$ cat src/hdl/mkpq_pkg.sv
package mkpq_pkg;

    // Operation codes
    localparam logic [1:0] KIND_INSERT = 2'd0;
    localparam logic [1:0] KIND_PUSH   = 2'd1;
    localparam logic [1:0] KIND_POP    = 2'd2;
    localparam logic [1:0] KIND_CLEAR  = 2'd3;

    // Result status codes
    localparam logic [1:0] STATUS_OK    = 2'd0;
    localparam logic [1:0] STATUS_EMPTY = 2'd1;
    localparam logic [1:0] STATUS_FULL  = 2'd2;

    typedef struct packed {
        logic [1:0]         kind;
        logic signed [31:0] key_in;
        logic [31:0]        payload_in;
    } in_item_t;

    typedef struct packed {
        logic [1:0]         status;
        logic signed [31:0] key_out;
        logic [31:0]        payload_out;
        logic [4:0]         occupancy;
    } out_item_t;

    // Commands broadcast to every slot of the chain
    typedef struct packed {
        logic load;   // capture local compare into the scan flag
        logic scan;   // take the flag from the neighbor toward the start end
        logic apply;  // perform the sorted insert shift
        logic push;   // write at the first free slot
        logic pop;    // shift everything toward the service end
    } cell_ctrl_t;

    // Where a slot stands relative to the fill level
    typedef struct packed {
        logic occupied;
        logic at_count;
    } cell_pos_t;

endpackage

$ cat src/hdl/mkpq_cell.sv
// One slot of the ordered chain. Slot 0 sits at the service end.
module mkpq_cell (
    input  logic                   aclk,
    input  mkpq_pkg::cell_ctrl_t   ctrl,
    input  mkpq_pkg::cell_pos_t    pos,
    input  logic signed [31:0]     new_key,
    input  logic [31:0]            new_payload,
    input  logic signed [31:0]     up_key,
    input  logic [31:0]            up_payload,
    input  logic                   up_scan,
    input  logic signed [31:0]     dn_key,
    input  logic [31:0]            dn_payload,
    input  logic                   dn_scan,
    output logic signed [31:0]     key_q,
    output logic [31:0]            payload_q,
    output logic                   scan_q
);

    logic signed [31:0] key_reg, key_next;
    logic [31:0]        payload_reg, payload_next;
    logic               scan_reg, scan_next;
    logic               le;

    // Scan flag: set when this slot or one nearer the start end holds a key <= new key
    always_comb begin
        le = pos.occupied && (key_reg <= new_key);
        scan_next = scan_reg;
        if (ctrl.load) begin
            scan_next = le;
        end else if (ctrl.scan) begin
            scan_next = scan_reg | up_scan;
        end
    end

    // Data movement
    always_comb begin
        key_next     = key_reg;
        payload_next = payload_reg;
        priority if (ctrl.pop) begin
            key_next     = up_key;
            payload_next = up_payload;
        end else if (ctrl.push) begin
            if (pos.at_count) begin
                key_next     = new_key;
                payload_next = new_payload;
            end
        end else if (ctrl.apply) begin
            // slots at or below the insert point keep their entry
            if (!scan_reg) begin
                if (dn_scan) begin
                    key_next     = new_key;
                    payload_next = new_payload;
                end else begin
                    key_next     = dn_key;
                    payload_next = dn_payload;
                end
            end
        end
    end

    always_ff @(posedge aclk) begin
        key_reg     <= key_next;
        payload_reg <= payload_next;
        scan_reg    <= scan_next;
    end

    assign key_q     = key_reg;
    assign payload_q = payload_reg;
    assign scan_q    = scan_reg;

endmodule

$ cat src/hdl/min_key_priority_queue_top.sv
// Bounded priority queue of (key, payload) entries held in a chain of DEPTH slots,
// slot 0 at the service end. Every operation returns exactly one result. Pop, push to
// the start end and clear are answered from the idle state. A sorted insert goes from idle
// straight to the apply state while the queue holds at most one entry, and through the
// scan state first otherwise: the flag that marks where the new entry belongs ripples
// one slot per cycle through the chain before all slots shift together. Inserts and
// pushes into a full queue are dropped with status full; no start-up pass is needed.
module min_key_priority_queue_top #(
    parameter int DEPTH = 16
) (
    input  logic                  aclk,
    input  logic                  aresetn,
    input  logic                  s_valid,
    output logic                  s_ready,
    input  mkpq_pkg::in_item_t    s_payload,
    output logic                  m_valid,
    input  logic                  m_ready,
    output mkpq_pkg::out_item_t   m_payload
);

    localparam int CW = $clog2(DEPTH + 1);

    localparam logic [1:0] ST_IDLE  = 2'd0;
    localparam logic [1:0] ST_SCAN  = 2'd1;
    localparam logic [1:0] ST_APPLY = 2'd2;

    logic [1:0]          state_reg, state_next;
    logic [CW-1:0]       count_reg, count_next;
    logic [CW-1:0]       scan_cnt_reg, scan_cnt_next;
    mkpq_pkg::in_item_t  hold_reg, hold_next;
    logic                m_valid_reg, m_valid_next;
    mkpq_pkg::out_item_t m_data_reg, m_data_next;

    mkpq_pkg::cell_ctrl_t ctrl;
    mkpq_pkg::in_item_t   new_item;
    logic                 accept;
    logic                 is_full;
    logic                 is_empty;

    logic signed [31:0] slot_key     [DEPTH];
    logic [31:0]        slot_payload [DEPTH];
    logic               slot_scan    [DEPTH];

    assign s_ready  = (state_reg == ST_IDLE) && (!m_valid_reg || m_ready);
    assign accept   = s_valid && s_ready;
    assign is_full  = (count_reg == CW'(DEPTH));
    assign is_empty = (count_reg == '0);
    assign new_item = (state_reg == ST_IDLE) ? s_payload : hold_reg;

    // Commands to the chain
    always_comb begin
        ctrl = '0;
        if (accept) begin
            unique case (s_payload.kind)
                mkpq_pkg::KIND_INSERT: ctrl.load = !is_full;
                mkpq_pkg::KIND_PUSH:   ctrl.push = !is_full;
                mkpq_pkg::KIND_POP:    ctrl.pop  = !is_empty;
                mkpq_pkg::KIND_CLEAR:  ctrl      = '0;
            endcase
        end
        if (state_reg == ST_SCAN) begin
            ctrl.scan = 1'b1;
        end
        if (state_reg == ST_APPLY) begin
            ctrl.apply = 1'b1;
        end
    end

    // Slot chain
    for (genvar i = 0; i < DEPTH; i++) begin : g_slot
        mkpq_pkg::cell_pos_t pos;
        logic signed [31:0]  up_key, dn_key;
        logic [31:0]         up_payload, dn_payload;
        logic                up_scan, dn_scan;

        assign pos.occupied = (CW'(i) < count_reg);
        assign pos.at_count = (CW'(i) == count_reg);

        if (i == DEPTH - 1) begin : g_top
            assign up_key     = '0;
            assign up_payload = '0;
            assign up_scan    = 1'b0;
        end else begin : g_mid
            assign up_key     = slot_key[i+1];
            assign up_payload = slot_payload[i+1];
            assign up_scan    = slot_scan[i+1];
        end

        if (i == 0) begin : g_svc
            // nothing below: the new entry lands here when no slot keeps its place
            assign dn_key     = '0;
            assign dn_payload = '0;
            assign dn_scan    = 1'b1;
        end else begin : g_lower
            assign dn_key     = slot_key[i-1];
            assign dn_payload = slot_payload[i-1];
            assign dn_scan    = slot_scan[i-1];
        end

        mkpq_cell u_slot (
            .aclk        (aclk),
            .ctrl        (ctrl),
            .pos         (pos),
            .new_key     (new_item.key_in),
            .new_payload (new_item.payload_in),
            .up_key      (up_key),
            .up_payload  (up_payload),
            .up_scan     (up_scan),
            .dn_key      (dn_key),
            .dn_payload  (dn_payload),
            .dn_scan     (dn_scan),
            .key_q       (slot_key[i]),
            .payload_q   (slot_payload[i]),
            .scan_q      (slot_scan[i])
        );
    end

    // Sequencer and result register
    always_comb begin
        mkpq_pkg::out_item_t res;
        logic                emit;
        state_next    = state_reg;
        count_next    = count_reg;
        scan_cnt_next = scan_cnt_reg;
        hold_next     = hold_reg;
        m_valid_next  = m_valid_reg && !m_ready;
        m_data_next   = m_data_reg;
        res           = '0;
        emit          = 1'b0;

        unique case (state_reg)
            ST_IDLE: begin
                if (accept) begin
                    unique case (s_payload.kind)
                        mkpq_pkg::KIND_INSERT: begin
                            if (is_full) begin
                                res.status = mkpq_pkg::STATUS_FULL;
                                emit       = 1'b1;
                            end else begin
                                hold_next = s_payload;
                                if (count_reg <= CW'(1)) begin
                                    state_next = ST_APPLY;
                                end else begin
                                    scan_cnt_next = count_reg - CW'(1);
                                    state_next    = ST_SCAN;
                                end
                            end
                        end
                        mkpq_pkg::KIND_PUSH: begin
                            if (is_full) begin
                                res.status = mkpq_pkg::STATUS_FULL;
                            end else begin
                                count_next = count_reg + CW'(1);
                            end
                            emit = 1'b1;
                        end
                        mkpq_pkg::KIND_POP: begin
                            if (is_empty) begin
                                res.status = mkpq_pkg::STATUS_EMPTY;
                            end else begin
                                res.key_out     = slot_key[0];
                                res.payload_out = slot_payload[0];
                                count_next      = count_reg - CW'(1);
                            end
                            emit = 1'b1;
                        end
                        mkpq_pkg::KIND_CLEAR: begin
                            count_next = '0;
                            emit       = 1'b1;
                        end
                    endcase
                end
            end
            ST_SCAN: begin
                if (scan_cnt_reg == CW'(1)) begin
                    state_next = ST_APPLY;
                end else begin
                    scan_cnt_next = scan_cnt_reg - CW'(1);
                end
            end
            ST_APPLY: begin
                count_next = count_reg + CW'(1);
                emit       = 1'b1;
                state_next = ST_IDLE;
            end
            default: begin
                state_next = ST_IDLE;
            end
        endcase

        if (emit) begin
            res.occupancy = 5'(count_next);
            m_valid_next  = 1'b1;
            m_data_next   = res;
        end
    end

    always_ff @(posedge aclk) begin
        if (!aresetn) begin
            state_reg   <= ST_IDLE;
            count_reg   <= '0;
            m_valid_reg <= 1'b0;
        end else begin
            state_reg   <= state_next;
            count_reg   <= count_next;
            m_valid_reg <= m_valid_next;
        end
    end

    always_ff @(posedge aclk) begin
        scan_cnt_reg <= scan_cnt_next;
        hold_reg     <= hold_next;
        m_data_reg   <= m_data_next;
    end

    assign m_valid   = m_valid_reg;
    assign m_payload = m_data_reg;

endmodule

$ cat config.mk
export PLATFORM = sky130hd
export DESIGN_NAME = min_key_priority_queue_top
export DESIGN_NICKNAME = d
export VERILOG_FILES = /design/src/hdl/mkpq_pkg.sv /design/src/hdl/mkpq_cell.sv /design/src/hdl/min_key_priority_queue_top.sv
export SDC_FILE = /design/constraint.sdc
export NUM_CORES = 2
export LEC_CHECK = 0
export ABC_CLOCK_PERIOD_IN_PS = 7300
export BUFFER_PORTS_ARGS = -buffer_cell sky130_fd_sc_hd__buf_2
export CAP_MARGIN = 20
export CELL_PAD_IN_SITES_DETAIL_PLACEMENT = 1
export CELL_PAD_IN_SITES_GLOBAL_PLACEMENT = 2
export CORE_MARGIN = 1.5
export CORE_UTILIZATION = 41
export CTS_CLUSTER_SIZE = 28
export DETAILED_ROUTE_END_ITERATION = 10
export PLACE_DENSITY_LB_ADDON = 0.1
export SLEW_MARGIN = 20
export SYNTH_ARGS = -nofsm -noshare
export SYNTH_HDL_FRONTEND = slang
export SYNTH_SLANG_ARGS = --single-unit
export TNS_END_PERCENT = 50
$ cat constraint.sdc
create_clock -name aclk -period 7.3 [get_ports aclk]
set_input_delay 0.73 -clock aclk [delete_from_list [all_inputs] [get_ports aclk]]
set_output_delay 0.73 -clock aclk [all_outputs]
set_load 0.05 [all_outputs]
==> results.md <==
- Post-synth EDFFs: 1116
- Share of layout cells above drive strength 1: 8.01%
- Synth Area in Compound Gates: 19.3%
- DRC errors left: 0
- Slew Limit Headroom: 18.4%
- Vias per Instance: 5.97
- Final worst setup slack: 1.81 ns
- Most frequent cells in the layout: 1171 x a21oi_1, 1121 x nand2_1, 1116 x edfxtp_1
- Vias in the first global route: 57200
- Clock Skews: 0.0310 ns
- I/O pin count: 143
- Unrepaired setup endpoints after global routing: no
- 1st-iter DRT viols: 5078
- Total grt overflow: 0
- Antenna Violating Nets Remaining: 0
- Skew-Pair Late Insertion Delay: 0.82 ns
- Outcome: completed
- WHS Path Cells: 1
- CTS sink cnt: 1188
- TritonCTS buffer count: 148
- DRT Pass-1 Iters: 6
- Filler cell count: 18700
- Final setup fails: 0
- LEAKAGE: 0.0290 µW
- Critical-path maximum fanout: 24
- Setup Buffers After CTS: 0
- Routability cong.: 0.903
- Final nets: 7881
- XOR/XNOR share of the synthesized area: 0.422%
- Arr. time, crit path: 6.13 ns
- Via count: 57500
- Hold Crit Start: s_payload[30]
- Crit path required time: 7.93 ns
- Core region area: 165000 µm²
- Tcrit/Tclk final: 75.3%
- Yosys warnings: 0
- Die area: 169000 µm²
- Final Hold Fails: 0
- Cells after Synth: 7406
- Horiz. Die Dim: 412 µm
- Clock slew at reported path FFs: 0.06 ns
- Worst flop-to-flop path startpoint: state_reg[1]
- Simple-gate area share of the yosys netlist: 15.3%
- Final TNS setup: 0 ns
- Final WL: 248000 µm
- Average size of a mapped cell: 9.24 µm²
- Most used flip-flop cell after synthesis: edfxtp_1
- Starting density of the core: 41.4%
- Row Count: 149
- Pwr/cell area: 308 nW/µm²
- FF+latch count, synth: 1188
- Slew @ Worst Pin: 1.22 ns
- IO Port Bufs: 142
- Asr flop ratio synth: 0%
- H-tree Lvls: 4
- Root buf cell: clkbuf_16
- Largest family of logic cells by synthesized area: compound AO/OA/AOI/OAI gates
- Cell variety after synth: 72
- Sequential fraction of the synthesis area: 51.1%
- Global-route wire length before repair: 372000 µm
- VDD IR-drop max: 309 µV
- Multiplexer area fraction after synthesis: 0.984%
- Total GRT Usage: 28.9%
- Dpl hpwl: 163000 µm
- Initial antenna violation count: 14
- FF-to-FF setup slack: 1.81 ns
- Tmin final: 5.49 ns
- CTS tree: built
- Dpl ws: 1.95 ns
- Routed len/inst: 25.7 µm
- Most common cell after layout, fill and taps aside: a21oi_1
- Chip height: 412 µm
- Pins over their slew limit: 0
- Largest net degree at the start of global routing: 251
- Syn nets: 7979
- Synthesis-to-finish area growth: 11.8%
- Worst Setup SP: state_reg[1]
- Worst Hold End: hold_reg[30]
- Adder-cell share of the synthesized area: 9.34%
- Min-Delay Path Class: input pin to register
- Post-CTS Hold Buffers: 0
- Post-CTS Resized: 0
- Synthesized area: 68400 µm²
- Critical path class: register to register
- Setup crit start kind: register
- Max-Cap Viols: 0
- Worst r2r dst: g_slot[13].u_slot.scan_q
- Crit end category: register
- Reg2reg path depth: 12
- CTS Buffer Depth: 3
- Maximum clock frequency: 0.182 GHz
==> routing by layer <==
| layer | global-route usage (%) | vias to the layer above | share of wire, % |
|---|---|---|---|
| li1 | - | 26700 | - |
| met1 | 41.7 | 28900 | 46 |
| met2 | 45.9 | 1539 | 46 |
| met3 | 3.21 | 329 | 5.4 |
| met4 | 8.12 | 4 | 2.5 |
| met5 | 0 | - | 0.011 |
==> area by class of cell <==
class / count / area [µm²] / share of cell area, %
sequential: 1188 / 35000 / 45.7
tap: 2189 / 2740 / 3.58
inverter: 52 / 198 / 0.258
clock buffer: 212 / 4160 / 5.44
clock inverter: 60 / 536 / 0.700
timing repair buffer: 304 / 2140 / 2.80
antenna: 4 / 10.0 / 0.0131
multi-input combinational: 5614 / 31800 / 41.5
==> metrics by stage <==
stage	cells	power, µW	hold WS [ns]	util, %	area, µm²
global placement	9345	16000	0.438	43.4	71800
global route	9619	24700	0.0778	46.3	76500
CTS	9619	23700	0.0463	46.3	76500
detailed placement	9347	16300	0.445	43.4	71800
floorplan	7406	13900	0.432	-	68400
finish	9623	23600	0.105	46.3	76500
==> synth_stat cells, drive strengths merged, types with 5 or more instances <==
cell type	instances	share of area (%)
a21oi	1171	8.6
nand2	1123	6.2
edfxtp	1116	49
nor2	1022	5.6
o21ai	981	7.2
ha	503	9.2
clkbuf	345	1.9
buf	207	1.5
o211ai	92	1.0
and3	80	0.73
nand3	80	0.59
nand4	75	0.69
dfxtp	72	2.1
mux2i	65	0.95
inv	52	0.29
a21o	51	0.56
nor3	43	0.31
nand2b	33	0.30
a211oi	30	0.33
a31oi	18	0.16
nor4	18	0.16
o221ai	18	0.23
xnor2	18	0.23
nor2b	15	0.14
xor2	15	0.19
and2	13	0.12
a221oi	12	0.15
a2111oi	10	0.13
maj3	10	0.15
o21a	10	0.11
and4	9	0.12
a221o	7	0.10
a22oi	7	0.077
o31ai	7	0.077
or3	7	0.064
o31a	6	0.077
o22ai	5	0.046
or4	5	0.060
==> critical path, cell delays in order, from the launching register on <==
cell	delay [ns]
dfxtp_1	0.52
nor2_4	0.26
buf_12	0.33
mux2i_4	0.81
buf_4	0.36
ha_1	0.17
and4_1	0.23
nand4_1	0.29
nor3_1	0.77
nor4bb_1	0.84
a221oi_1	0.23
xor2_1	0.20
o32ai_1	0.22
==> worst max-delay path by stage <==
stage | to | slack (ns)
finish | g_slot[13].u_slot.scan_q | 1.81
global route | g_slot[13].u_slot.scan_q | 1.76
CTS | g_slot[13].u_slot.scan_q | 1.92
detailed placement | g_slot[13].u_slot.scan_q | 1.95
global placement | g_slot[13].u_slot.scan_q | 2.11
floorplan | g_slot[12].u_slot.key_q[0] | 1.22
==> where the power goes <==
group / internal [µW] / switching [µW] / total, µW
Sequential: 8910 / 650 / 9560
Clock: 4210 / 3100 / 7310
Combinational: 2070 / 4610 / 6680
Total: 15200 / 8360 / 23600
==> cells by family (layout without fill, tap and decap cells) <==
logic type / after synthesis / in the layout
buffers and inverters: 604 / 628
AND/OR/NAND/NOR: 2541 / 2541
flip-flops: 1188 / 1188
XOR/XNOR: 33 / 33
multiplexers: 67 / 67
other: 0 / 4
adder cells (fa/ha/maj): 513 / 513
AO/OA/AOI/OAI: 2460 / 2460
Power figures use the tool's default switching activity.
